$ cat config.mk
export PLATFORM = sky130hd
export DESIGN_NAME = fixed_point_alu_unit
export DESIGN_NICKNAME = d
export VERILOG_FILES = /design/src/sv/fpa_pkg.sv /design/src/sv/fpa_front.sv /design/src/sv/fpa_div.sv /design/src/sv/fpa_back.sv /design/src/sv/fixed_point_alu_unit.sv
export SDC_FILE = /design/constraint.sdc
export NUM_CORES = 2
export LEC_CHECK = 0
export BUFFER_PORTS_ARGS = -buffer_cell sky130_fd_sc_hd__clkbuf_2
export CAP_MARGIN = 5
export CORE_UTILIZATION = 50
export DETAILED_ROUTE_END_ITERATION = 10
export PLACE_DENSITY = 0.76
export SYNTH_ARGS = -nofsm -noshare
export SYNTH_HDL_FRONTEND = slang
export SYNTH_HIERARCHICAL = 1
export SYNTH_SLANG_ARGS = --single-unit
$ cat constraint.sdc
create_clock -name i_clk -period 10.35 [get_ports i_clk]
set_input_delay 1.035 -clock i_clk [delete_from_list [all_inputs] [get_ports i_clk]]
set_output_delay 1.035 -clock i_clk [all_outputs]
set_load 0.005 [all_outputs]
$ cat src/sv/fpa_pkg.sv
// Package: shared constants, opcodes, queue entry type and result type for the fixed-point ALU.
`default_nettype none
package fpa_pkg;
    localparam int FRAC_BITS_DEF  = 8;
    localparam int DATA_WIDTH_DEF = 32;
    localparam int PORT_W         = 32;

    localparam logic [3:0] OP_ADD = 4'd0;
    localparam logic [3:0] OP_SUB = 4'd1;
    localparam logic [3:0] OP_MUL = 4'd2;
    localparam logic [3:0] OP_DIV = 4'd3;
    localparam logic [3:0] OP_GT  = 4'd4;
    localparam logic [3:0] OP_LT  = 4'd5;
    localparam logic [3:0] OP_GE  = 4'd6;
    localparam logic [3:0] OP_LE  = 4'd7;
    localparam logic [3:0] OP_EQ  = 4'd8;
    localparam logic [3:0] OP_NE  = 4'd9;
    localparam logic [3:0] OP_MIN = 4'd10;
    localparam logic [3:0] OP_MAX = 4'd11;
    localparam logic [3:0] OP_INC = 4'd12;
    localparam logic [3:0] OP_DEC = 4'd13;
    localparam logic [3:0] OP_I2F = 4'd14;
    localparam logic [3:0] OP_F2I = 4'd15;

    typedef struct packed {
        logic [3:0]  kind;
        logic        is_div;
        logic        is_cmp;
        logic [PORT_W-1:0] a;
        logic [PORT_W-1:0] b;
    } t_op;

    typedef struct packed {
        logic [PORT_W-1:0] result;
        logic              cmp;
        logic              dz;
        logic              ovf;
    } t_res;
endpackage
`default_nettype wire

$ cat src/sv/fpa_front.sv
// Front end: accept transactions, sign-extend operands, classify, and queue them.
`default_nettype none
module fpa_front #(
    parameter int DATA_WIDTH = 32,
    parameter int DEPTH_LOG2 = 1
) (
    input  wire logic             i_clk,
    input  wire logic             i_rst_n,
    input  wire logic             i_valid,
    output logic                  o_ready,
    input  wire logic [3:0]       i_kind,
    input  wire logic [31:0]      i_operand_a,
    input  wire logic [31:0]      i_operand_b,
    output logic                  o_q_valid,
    input  wire logic             i_q_ready,
    output fpa_pkg::t_op          o_q_data
);
    import fpa_pkg::*;
    localparam int DEPTH = 1 << DEPTH_LOG2;

    t_op                 r_mem [DEPTH];
    logic [DEPTH_LOG2:0] r_wp, r_rp;
    t_op                 w_op;
    logic                w_push, w_pop;

    always_comb begin
        w_op.kind   = i_kind;
        w_op.is_div = (i_kind == OP_DIV);
        w_op.is_cmp = (i_kind == OP_GT) || (i_kind == OP_LT) || (i_kind == OP_GE) ||
                      (i_kind == OP_LE) || (i_kind == OP_EQ) || (i_kind == OP_NE);
        w_op.a = PORT_W'($signed(i_operand_a[DATA_WIDTH-1:0]));
        w_op.b = PORT_W'($signed(i_operand_b[DATA_WIDTH-1:0]));
    end

    assign o_ready   = (r_wp - r_rp) != (DEPTH_LOG2+1)'(DEPTH);
    assign o_q_valid = r_wp != r_rp;
    assign o_q_data  = r_mem[r_rp[DEPTH_LOG2-1:0]];
    assign w_push    = i_valid && o_ready;
    assign w_pop     = o_q_valid && i_q_ready;

    always_ff @(posedge i_clk) begin
        if (w_push) begin
            r_mem[r_wp[DEPTH_LOG2-1:0]] <= w_op;
        end
        if (!i_rst_n) begin
            r_wp <= '0;
            r_rp <= '0;
        end else begin
            if (w_push) r_wp <= r_wp + 1'b1;
            if (w_pop)  r_rp <= r_rp + 1'b1;
        end
    end
endmodule
`default_nettype wire

$ cat src/sv/fpa_div.sv
// Radix-2 restoring divider on magnitudes, one quotient bit per cycle.
`default_nettype none
module fpa_div #(
    parameter int DATA_WIDTH = 32,
    parameter int FRAC_BITS  = 8
) (
    input  wire logic                  i_clk,
    input  wire logic                  i_rst_n,
    input  wire logic                  i_start,
    input  wire logic signed [31:0]    i_a,
    input  wire logic signed [31:0]    i_b,
    output logic                       o_done,
    output logic [63:0]                o_quot
);
    localparam int NW = DATA_WIDTH + FRAC_BITS;
    localparam int CW = $clog2(NW + 1);

    logic [NW-1:0]        r_num, r_q;
    logic [DATA_WIDTH:0]  r_rem, r_den;
    logic                 r_neg, r_busy, r_done;
    logic [CW-1:0]        r_cnt;
    logic [DATA_WIDTH:0]  w_trial;
    logic [DATA_WIDTH+1:0] w_sh;
    logic signed [63:0]   w_a64, w_b64;

    assign w_a64 = 64'(i_a);
    assign w_b64 = 64'(i_b);
    assign w_sh  = {r_rem, r_num[NW-1]};
    assign w_trial = w_sh[DATA_WIDTH:0] - r_den;
    assign o_done = r_done;
    assign o_quot = r_neg ? 64'(-$signed({1'b0, r_q})) : 64'(r_q);

    always_ff @(posedge i_clk) begin
        if (i_start) begin
            r_num <= NW'((w_a64 < 0 ? -w_a64 : w_a64) << FRAC_BITS);
            r_den <= (DATA_WIDTH+1)'(w_b64 < 0 ? -w_b64 : w_b64);
            r_rem <= '0;
            r_neg <= (i_a < 0) != (i_b < 0);
            r_cnt <= CW'(NW);
        end else if (r_busy) begin
            r_num <= r_num << 1;
            if (w_sh >= {1'b0, r_den}) begin
                r_rem <= w_trial;
                r_q   <= {r_q[NW-2:0], 1'b1};
            end else begin
                r_rem <= w_sh[DATA_WIDTH:0];
                r_q   <= {r_q[NW-2:0], 1'b0};
            end
            r_cnt <= r_cnt - 1'b1;
        end
        if (!i_rst_n) begin
            r_busy <= 1'b0;
            r_done <= 1'b0;
        end else begin
            // hold done until the next start so a stalled consumer cannot miss it
            if (i_start) r_done <= 1'b0;
            else if (r_busy && r_cnt == CW'(1)) r_done <= 1'b1;
            if (i_start) r_busy <= 1'b1;
            else if (r_busy && r_cnt == CW'(1)) r_busy <= 1'b0;
        end
    end
endmodule
`default_nettype wire

$ cat src/sv/fpa_back.sv
// Back end: two-stage execute pipeline with a shared serial divider and output register.
`default_nettype none
module fpa_back #(
    parameter int DATA_WIDTH = 32,
    parameter int FRAC_BITS  = 8
) (
    input  wire logic        i_clk,
    input  wire logic        i_rst_n,
    input  wire logic        i_q_valid,
    output logic             o_q_ready,
    input  wire fpa_pkg::t_op i_q_data,
    output logic             o_valid,
    input  wire logic        i_ready,
    output fpa_pkg::t_res    o_res
);
    import fpa_pkg::*;
    localparam int DW = DATA_WIDTH;

    // stage 1 registers
    logic              r_v1;
    t_op               r_op1;
    logic signed [63:0] r_wide1;
    logic              r_cmp1;
    // output register
    logic              r_v2;
    t_res              r_res2;

    logic         w_adv1, w_load1, w_div_wait;
    logic         w_div_done;
    logic [63:0]  w_quot;
    logic signed [63:0] w_a, w_b, w_wide, w_full;
    logic         w_cmp, w_dz, w_ovf, w_fits;
    t_res         w_res;

    assign w_a = 64'($signed(i_q_data.a));
    assign w_b = 64'($signed(i_q_data.b));

    // stage 2 is free when output register is empty or taken
    assign w_div_wait = r_v1 && r_op1.is_div && (r_op1.b[DW-1:0] != '0) && !w_div_done;
    assign w_adv1     = r_v1 && !w_div_wait && (!r_v2 || i_ready);
    assign w_load1    = !r_v1 || w_adv1;
    assign o_q_ready  = w_load1;

    always_comb begin
        w_wide = '0;
        w_cmp  = 1'b0;
        case (i_q_data.kind)
            OP_ADD: w_wide = w_a + w_b;
            OP_SUB: w_wide = w_a - w_b;
            OP_MUL: w_wide = w_a * w_b;
            OP_GT:  w_cmp = w_a > w_b;
            OP_LT:  w_cmp = w_a < w_b;
            OP_GE:  w_cmp = w_a >= w_b;
            OP_LE:  w_cmp = w_a <= w_b;
            OP_EQ:  w_cmp = w_a == w_b;
            OP_NE:  w_cmp = w_a != w_b;
            OP_MIN: w_wide = (w_a < w_b) ? w_a : w_b;
            OP_MAX: w_wide = (w_a > w_b) ? w_a : w_b;
            OP_INC: w_wide = w_a + 64'sd1;
            OP_DEC: w_wide = w_a - 64'sd1;
            OP_I2F: w_wide = w_a <<< FRAC_BITS;
            OP_F2I: w_wide = w_a >>> FRAC_BITS;
            default: w_wide = '0;
        endcase
    end

    fpa_div #(.DATA_WIDTH(DATA_WIDTH), .FRAC_BITS(FRAC_BITS)) u_div (
        .i_clk   (i_clk),
        .i_rst_n (i_rst_n),
        .i_start (w_load1 && i_q_valid && i_q_data.is_div && (i_q_data.b[DW-1:0] != '0)),
        .i_a     ($signed(i_q_data.a)),
        .i_b     ($signed(i_q_data.b)),
        .o_done  (w_div_done),
        .o_quot  (w_quot)
    );

    always_comb begin
        w_dz   = 1'b0;
        w_full = r_wide1;
        if (r_op1.kind == OP_MUL) begin
            w_full = r_wide1 >>> FRAC_BITS;
        end else if (r_op1.is_div) begin
            w_dz   = r_op1.b[DW-1:0] == '0;
            w_full = w_dz ? 64'sd0 : $signed(w_quot);
        end
        w_fits = w_full == 64'($signed(w_full[DW-1:0]));
        w_ovf  = !r_op1.is_cmp && !w_fits;
        w_res.result = r_op1.is_cmp ? '0 : PORT_W'($signed(w_full[DW-1:0]));
        w_res.cmp    = r_cmp1;
        w_res.dz     = w_dz;
        w_res.ovf    = w_ovf;
    end

    assign o_valid = r_v2;
    assign o_res   = r_res2;

    always_ff @(posedge i_clk) begin
        if (w_load1) begin
            r_op1   <= i_q_data;
            r_wide1 <= w_wide;
            r_cmp1  <= w_cmp;
        end
        if (w_adv1) begin
            r_res2 <= w_res;
        end
        if (!i_rst_n) begin
            r_v1 <= 1'b0;
            r_v2 <= 1'b0;
        end else begin
            if (w_load1) r_v1 <= i_q_valid;
            if (w_adv1) r_v2 <= 1'b1;
            else if (i_ready) r_v2 <= 1'b0;
        end
    end
endmodule
`default_nettype wire

$ cat src/sv/fixed_point_alu_unit.sv
// Top level of the signed fixed-point ALU: front queue plus execute back end.
//
//  channel | direction | handshake          | payload
//  --------+-----------+--------------------+----------------------------------------
//  input   | in        | i_valid / o_ready  | i_kind, i_operand_a, i_operand_b
//  result  | out       | o_valid / i_ready  | o_result, o_compare_true, o_div_by_zero,
//          |           |                    | o_overflow
//
// Non-divide transactions take one per cycle unless the result side stalls.
// A nonzero-divisor divide holds the execute stage until the serial radix-2 unit is done.
// A two-entry queue decouples acceptance from execute; the output register holds a
// result under stall while the front keeps taking transactions until the queue fills.
// Synchronous active-low reset empties queue and pipeline; no clearing pass.
`default_nettype none
module fixed_point_alu_unit #(
    parameter int FRAC_BITS  = fpa_pkg::FRAC_BITS_DEF,
    parameter int DATA_WIDTH = fpa_pkg::DATA_WIDTH_DEF
) (
    input  wire logic         i_clk,
    input  wire logic         i_rst_n,
    input  wire logic         i_valid,
    output logic              o_ready,
    input  wire logic [3:0]   i_kind,
    input  wire logic [31:0]  i_operand_a,
    input  wire logic [31:0]  i_operand_b,
    output logic              o_valid,
    input  wire logic         i_ready,
    output logic [31:0]       o_result,
    output logic              o_compare_true,
    output logic              o_div_by_zero,
    output logic              o_overflow
);
    import fpa_pkg::*;

    logic w_q_valid, w_q_ready;
    t_op  w_q_data;
    t_res w_res;

    // accept and classify
    fpa_front #(.DATA_WIDTH(DATA_WIDTH), .DEPTH_LOG2(1)) u_front (
        .i_clk       (i_clk),
        .i_rst_n     (i_rst_n),
        .i_valid     (i_valid),
        .o_ready     (o_ready),
        .i_kind      (i_kind),
        .i_operand_a (i_operand_a),
        .i_operand_b (i_operand_b),
        .o_q_valid   (w_q_valid),
        .i_q_ready   (w_q_ready),
        .o_q_data    (w_q_data)
    );

    // execute and hold the result
    fpa_back #(.DATA_WIDTH(DATA_WIDTH), .FRAC_BITS(FRAC_BITS)) u_back (
        .i_clk     (i_clk),
        .i_rst_n   (i_rst_n),
        .i_q_valid (w_q_valid),
        .o_q_ready (w_q_ready),
        .i_q_data  (w_q_data),
        .o_valid   (o_valid),
        .i_ready   (i_ready),
        .o_res     (w_res)
    );

    assign o_result       = w_res.result;
    assign o_compare_true = w_res.cmp;
    assign o_div_by_zero  = w_res.dz;
    assign o_overflow     = w_res.ovf;
endmodule
`default_nettype wire

==> metrics <==
Final Max Tran Viols=0; Synth Instances=6,724; Core Area=0.126 mm²; Setup Fix Bufs, Post-CTS=0; clock skew=0.0124 ns; Detail Route Antenna Nets=0; hold crit path type=register to register; Area Growth Syn to Fin=5.75%; post-synthesis sequential element count=432; Final Hold Fails=0; max cap viols=0; count of input and output buffers=108; Fill cells=11,100; Netlist Area Pre-Place=0.0640 mm²; CTS sink cnt=432; R2R setup slack=0.77 ns; Final #Nets=8,073; Worst-path clk slew=0.06 ns; CP required=10.68 ns; CTS tree=built; post-DP HPWL=161,000 µm; CTS Buf Count=45; crit path to=u_back/r_wide1[63]; yosys warns=6; pin count of the biggest net entering global routing=79; number of DRC markers in iteration 0=5,336; Crit path largest cell delay=0.97 ns; fraction of layout cells with a size suffix above 1=7.54%; Crit path depth=23; DR DRC count=0; Initial Util=50.7%; Worst path slowest cell=mux2_2; top-count cell post-synth=inv_1; setup repair after global routing missed its margin=no; CP startpoint kind=register; CP Buf/Inv Count=2; num rows=130; async set-or-reset flop fraction in the synthesized netlist=0%; GR Overflow Total=0; most used cell, CP=fa_1; Max Fclk=104 MHz; Top FF cell, synth=edfxtp_1; slew at the pin closest to its max-slew limit=1.26 ns; vias in the first global route=53,000; Net Count, Synth=8,170; WL final=208,000 µm; Syn Area/Cell=9.52 µm²; via count=50,500; status=completed; Critical R2R Capture=u_back/r_wide1[63]; Root Buffer=clkbuf_16; Max Root-Sink Buffers=3; crit path max fanout=37; EDFF count, synth=384; Total GRT Usage=32.4%; Die ar.=0.129 mm²; first-pass GRT wire length=320,000 µm; worst-path cell chain=buf_4 > mux2_2 > nand2_1 > fa_1 > fa_1 > fa_1 > fa_1 > fa_1 > inv_1 > fa_1 > fa_1 > fa_1 > ha_1 > and3_1 > nand2_1 > or3_1 > o211ai_2 > a21o_1 > a31oi_1 > o211ai_1 > a31oi_1 > mux2i_1 > nand3_2; setup TNS=0 ns; clock latency on the worst-skew pair=0.60 ns; Min Clock Period, post-route=9.58 ns; top-area cell type share of the netlist area=33.9%; DR WL/cell=25.1 µm; drt pass-1 iters=8; synth unique cells=115; H-tree Lvls=2; Worst setup EP type=register; R2R depth=23; most instantiated cells after synthesis=inv_1 (1,090), fa_1 (1,085), nand2_1 (681); sequential fraction of the synthesis area=19.5%; num ports=109; Crit Path Class=register to register; synth top area cells=fa_1 (34%), edfxtp_1 (18%), inv_1 (6.4%), ha_1 (5.6%), and2_1 (4.4%); Crit path arrival time=9.91 ns; initial antenna violation count=5; Resize count post-CTS=0; # hold bufs at CTS=0; final period utilization=92.5%; # setup viols final=0; cell taking the most area after synthesis=fa_1; via/cell ratio=6.08; GPL Wtd Cong=1.05; CP top delay family=adder cells; chip height=360 µm; Rel. slew slack=15.9%; Die Width=360 µm
metrics by stage:
stage	instance area, µm²	worst slack [ns]	utilization (%)	hold WS (ns)	std cells
2_1_floorplan	64000	1.52	-	0.400	6724
3_3_place_gp	66300	1.12	52.5	0.453	8230
3_5_place_dp	66300	1.02	52.5	0.457	8230
4_1_cts	67700	0.985	53.6	0.475	8308
5_1_grt	67700	0.502	53.6	0.486	8308
6_report	67700	0.771	53.6	0.467	8310
placed cells by master, fill, tap and decap left out, types with 25 or more instances in the layout:
cell and n:
inv_1 1089, fa_1 1085, nand2_1 680, and2_1 451, edfxtp_1 384, nor2_1 375, a21oi_1 292, ha_1 289
o21ai_0 197, xnor2_1 181, buf_4 150, clkbuf_2 108, xor2_1 99, mux2_2 78, nand3_1 72, nor2b_1 69
nor3_1 69, a21o_1 66, a211oi_1 65, nand4_1 54, dfxtp_1 47, clkbuf_16 46, a31oi_1 45, nor4_1 43
and3_1 37, mux2i_1 36, o31ai_1 35, nand2b_1 31, o221ai_1 28, or3_1 25
sequential cells by signal, indices dropped and copies added, names as in the netlist, named ones only:
| name | count |
|---|---|
| u_back/o_res | 35 |
| u_back/o_valid | 1 |
| u_back/r_cmp1 | 1 |
| u_back/r_op1 | 38 |
| u_back/r_v1 | 1 |
| u_back/r_wide1 | 64 |
| u_back/u_div/o_done | 1 |
| u_back/u_div/r_busy | 1 |
| u_back/u_div/r_cnt | 6 |
| u_back/u_div/r_den | 33 |
| u_back/u_div/r_neg | 1 |
| u_back/u_div/r_num | 32 |
| u_back/u_div/r_q | 40 |
| u_back/u_div/r_rem | 33 |
| u_front/r_mem | 140 |
| u_front/r_rp | 2 |
| u_front/r_wp | 2 |
metal layers:
| metal | vias up | routed length (µm) | part of all wire, % | track usage, % |
|---|---|---|---|---|
| met2 | 2702 | 96000 | 46 | 52.3 |
| li1 | 21500 | - | - | - |
| met1 | 25600 | 76100 | 37 | 39.8 |
| met4 | 6 | 16100 | 7.7 | 20.8 |
| met3 | 736 | 20100 | 9.6 | 6.61 |
| met5 | - | 44 | 0.021 | 0 |
worst min path at each step:
stage	start	end	slack, ns	depth (start not counted)
after global placement	u_back/u_div/r_q[1]	u_back/u_div/r_q[2]	0.45	0
after floorplan	u_back/r_cmp1	u_back/o_res[2]	0.40	0
final	u_back/r_cmp1	u_back/o_res[2]	0.47	0
after detailed placement	u_back/u_div/r_q[1]	u_back/u_div/r_q[2]	0.46	0
after global routing	u_back/r_cmp1	u_back/o_res[2]	0.49	0
after CTS	u_back/u_div/r_q[1]	u_back/u_div/r_q[2]	0.48	0
cell families (layout without fill, tap and decap cells):
family                     count (synthesis)  count (layout)  synth area share (%)
muxes                                    115             115                  1.95
adders and majority gates               1374            1374                  39.6
DFF                                      432             432                  19.5
AOI/OAI and AO/OA                       1016            1016                  10.6
xor gates and xnor gates                 281             281                  3.86
other                                      1               3               0.00586
and+or+nand+nor                         2002            2002                  15.5
buffers and inverters                   1503            1437                  8.96
cell type report:
type / instances / area, µm² / area share [%]
timing repair buffer: 264 / 1790 / 2.64
antenna: 2 / 5.00 / 0.00739
clock buffer: 57 / 1210 / 1.79
sequential: 432 / 12500 / 18.5
inverter: 1095 / 4110 / 6.07
multi-input combinational: 4789 / 45800 / 67.7
tap: 1650 / 2060 / 3.05
clock inverter: 21 / 170 / 0.251
Power is left out: the tool's default activity adds up to more than one toggle a clock period on the data nets, which glitch-free logic cannot reach.
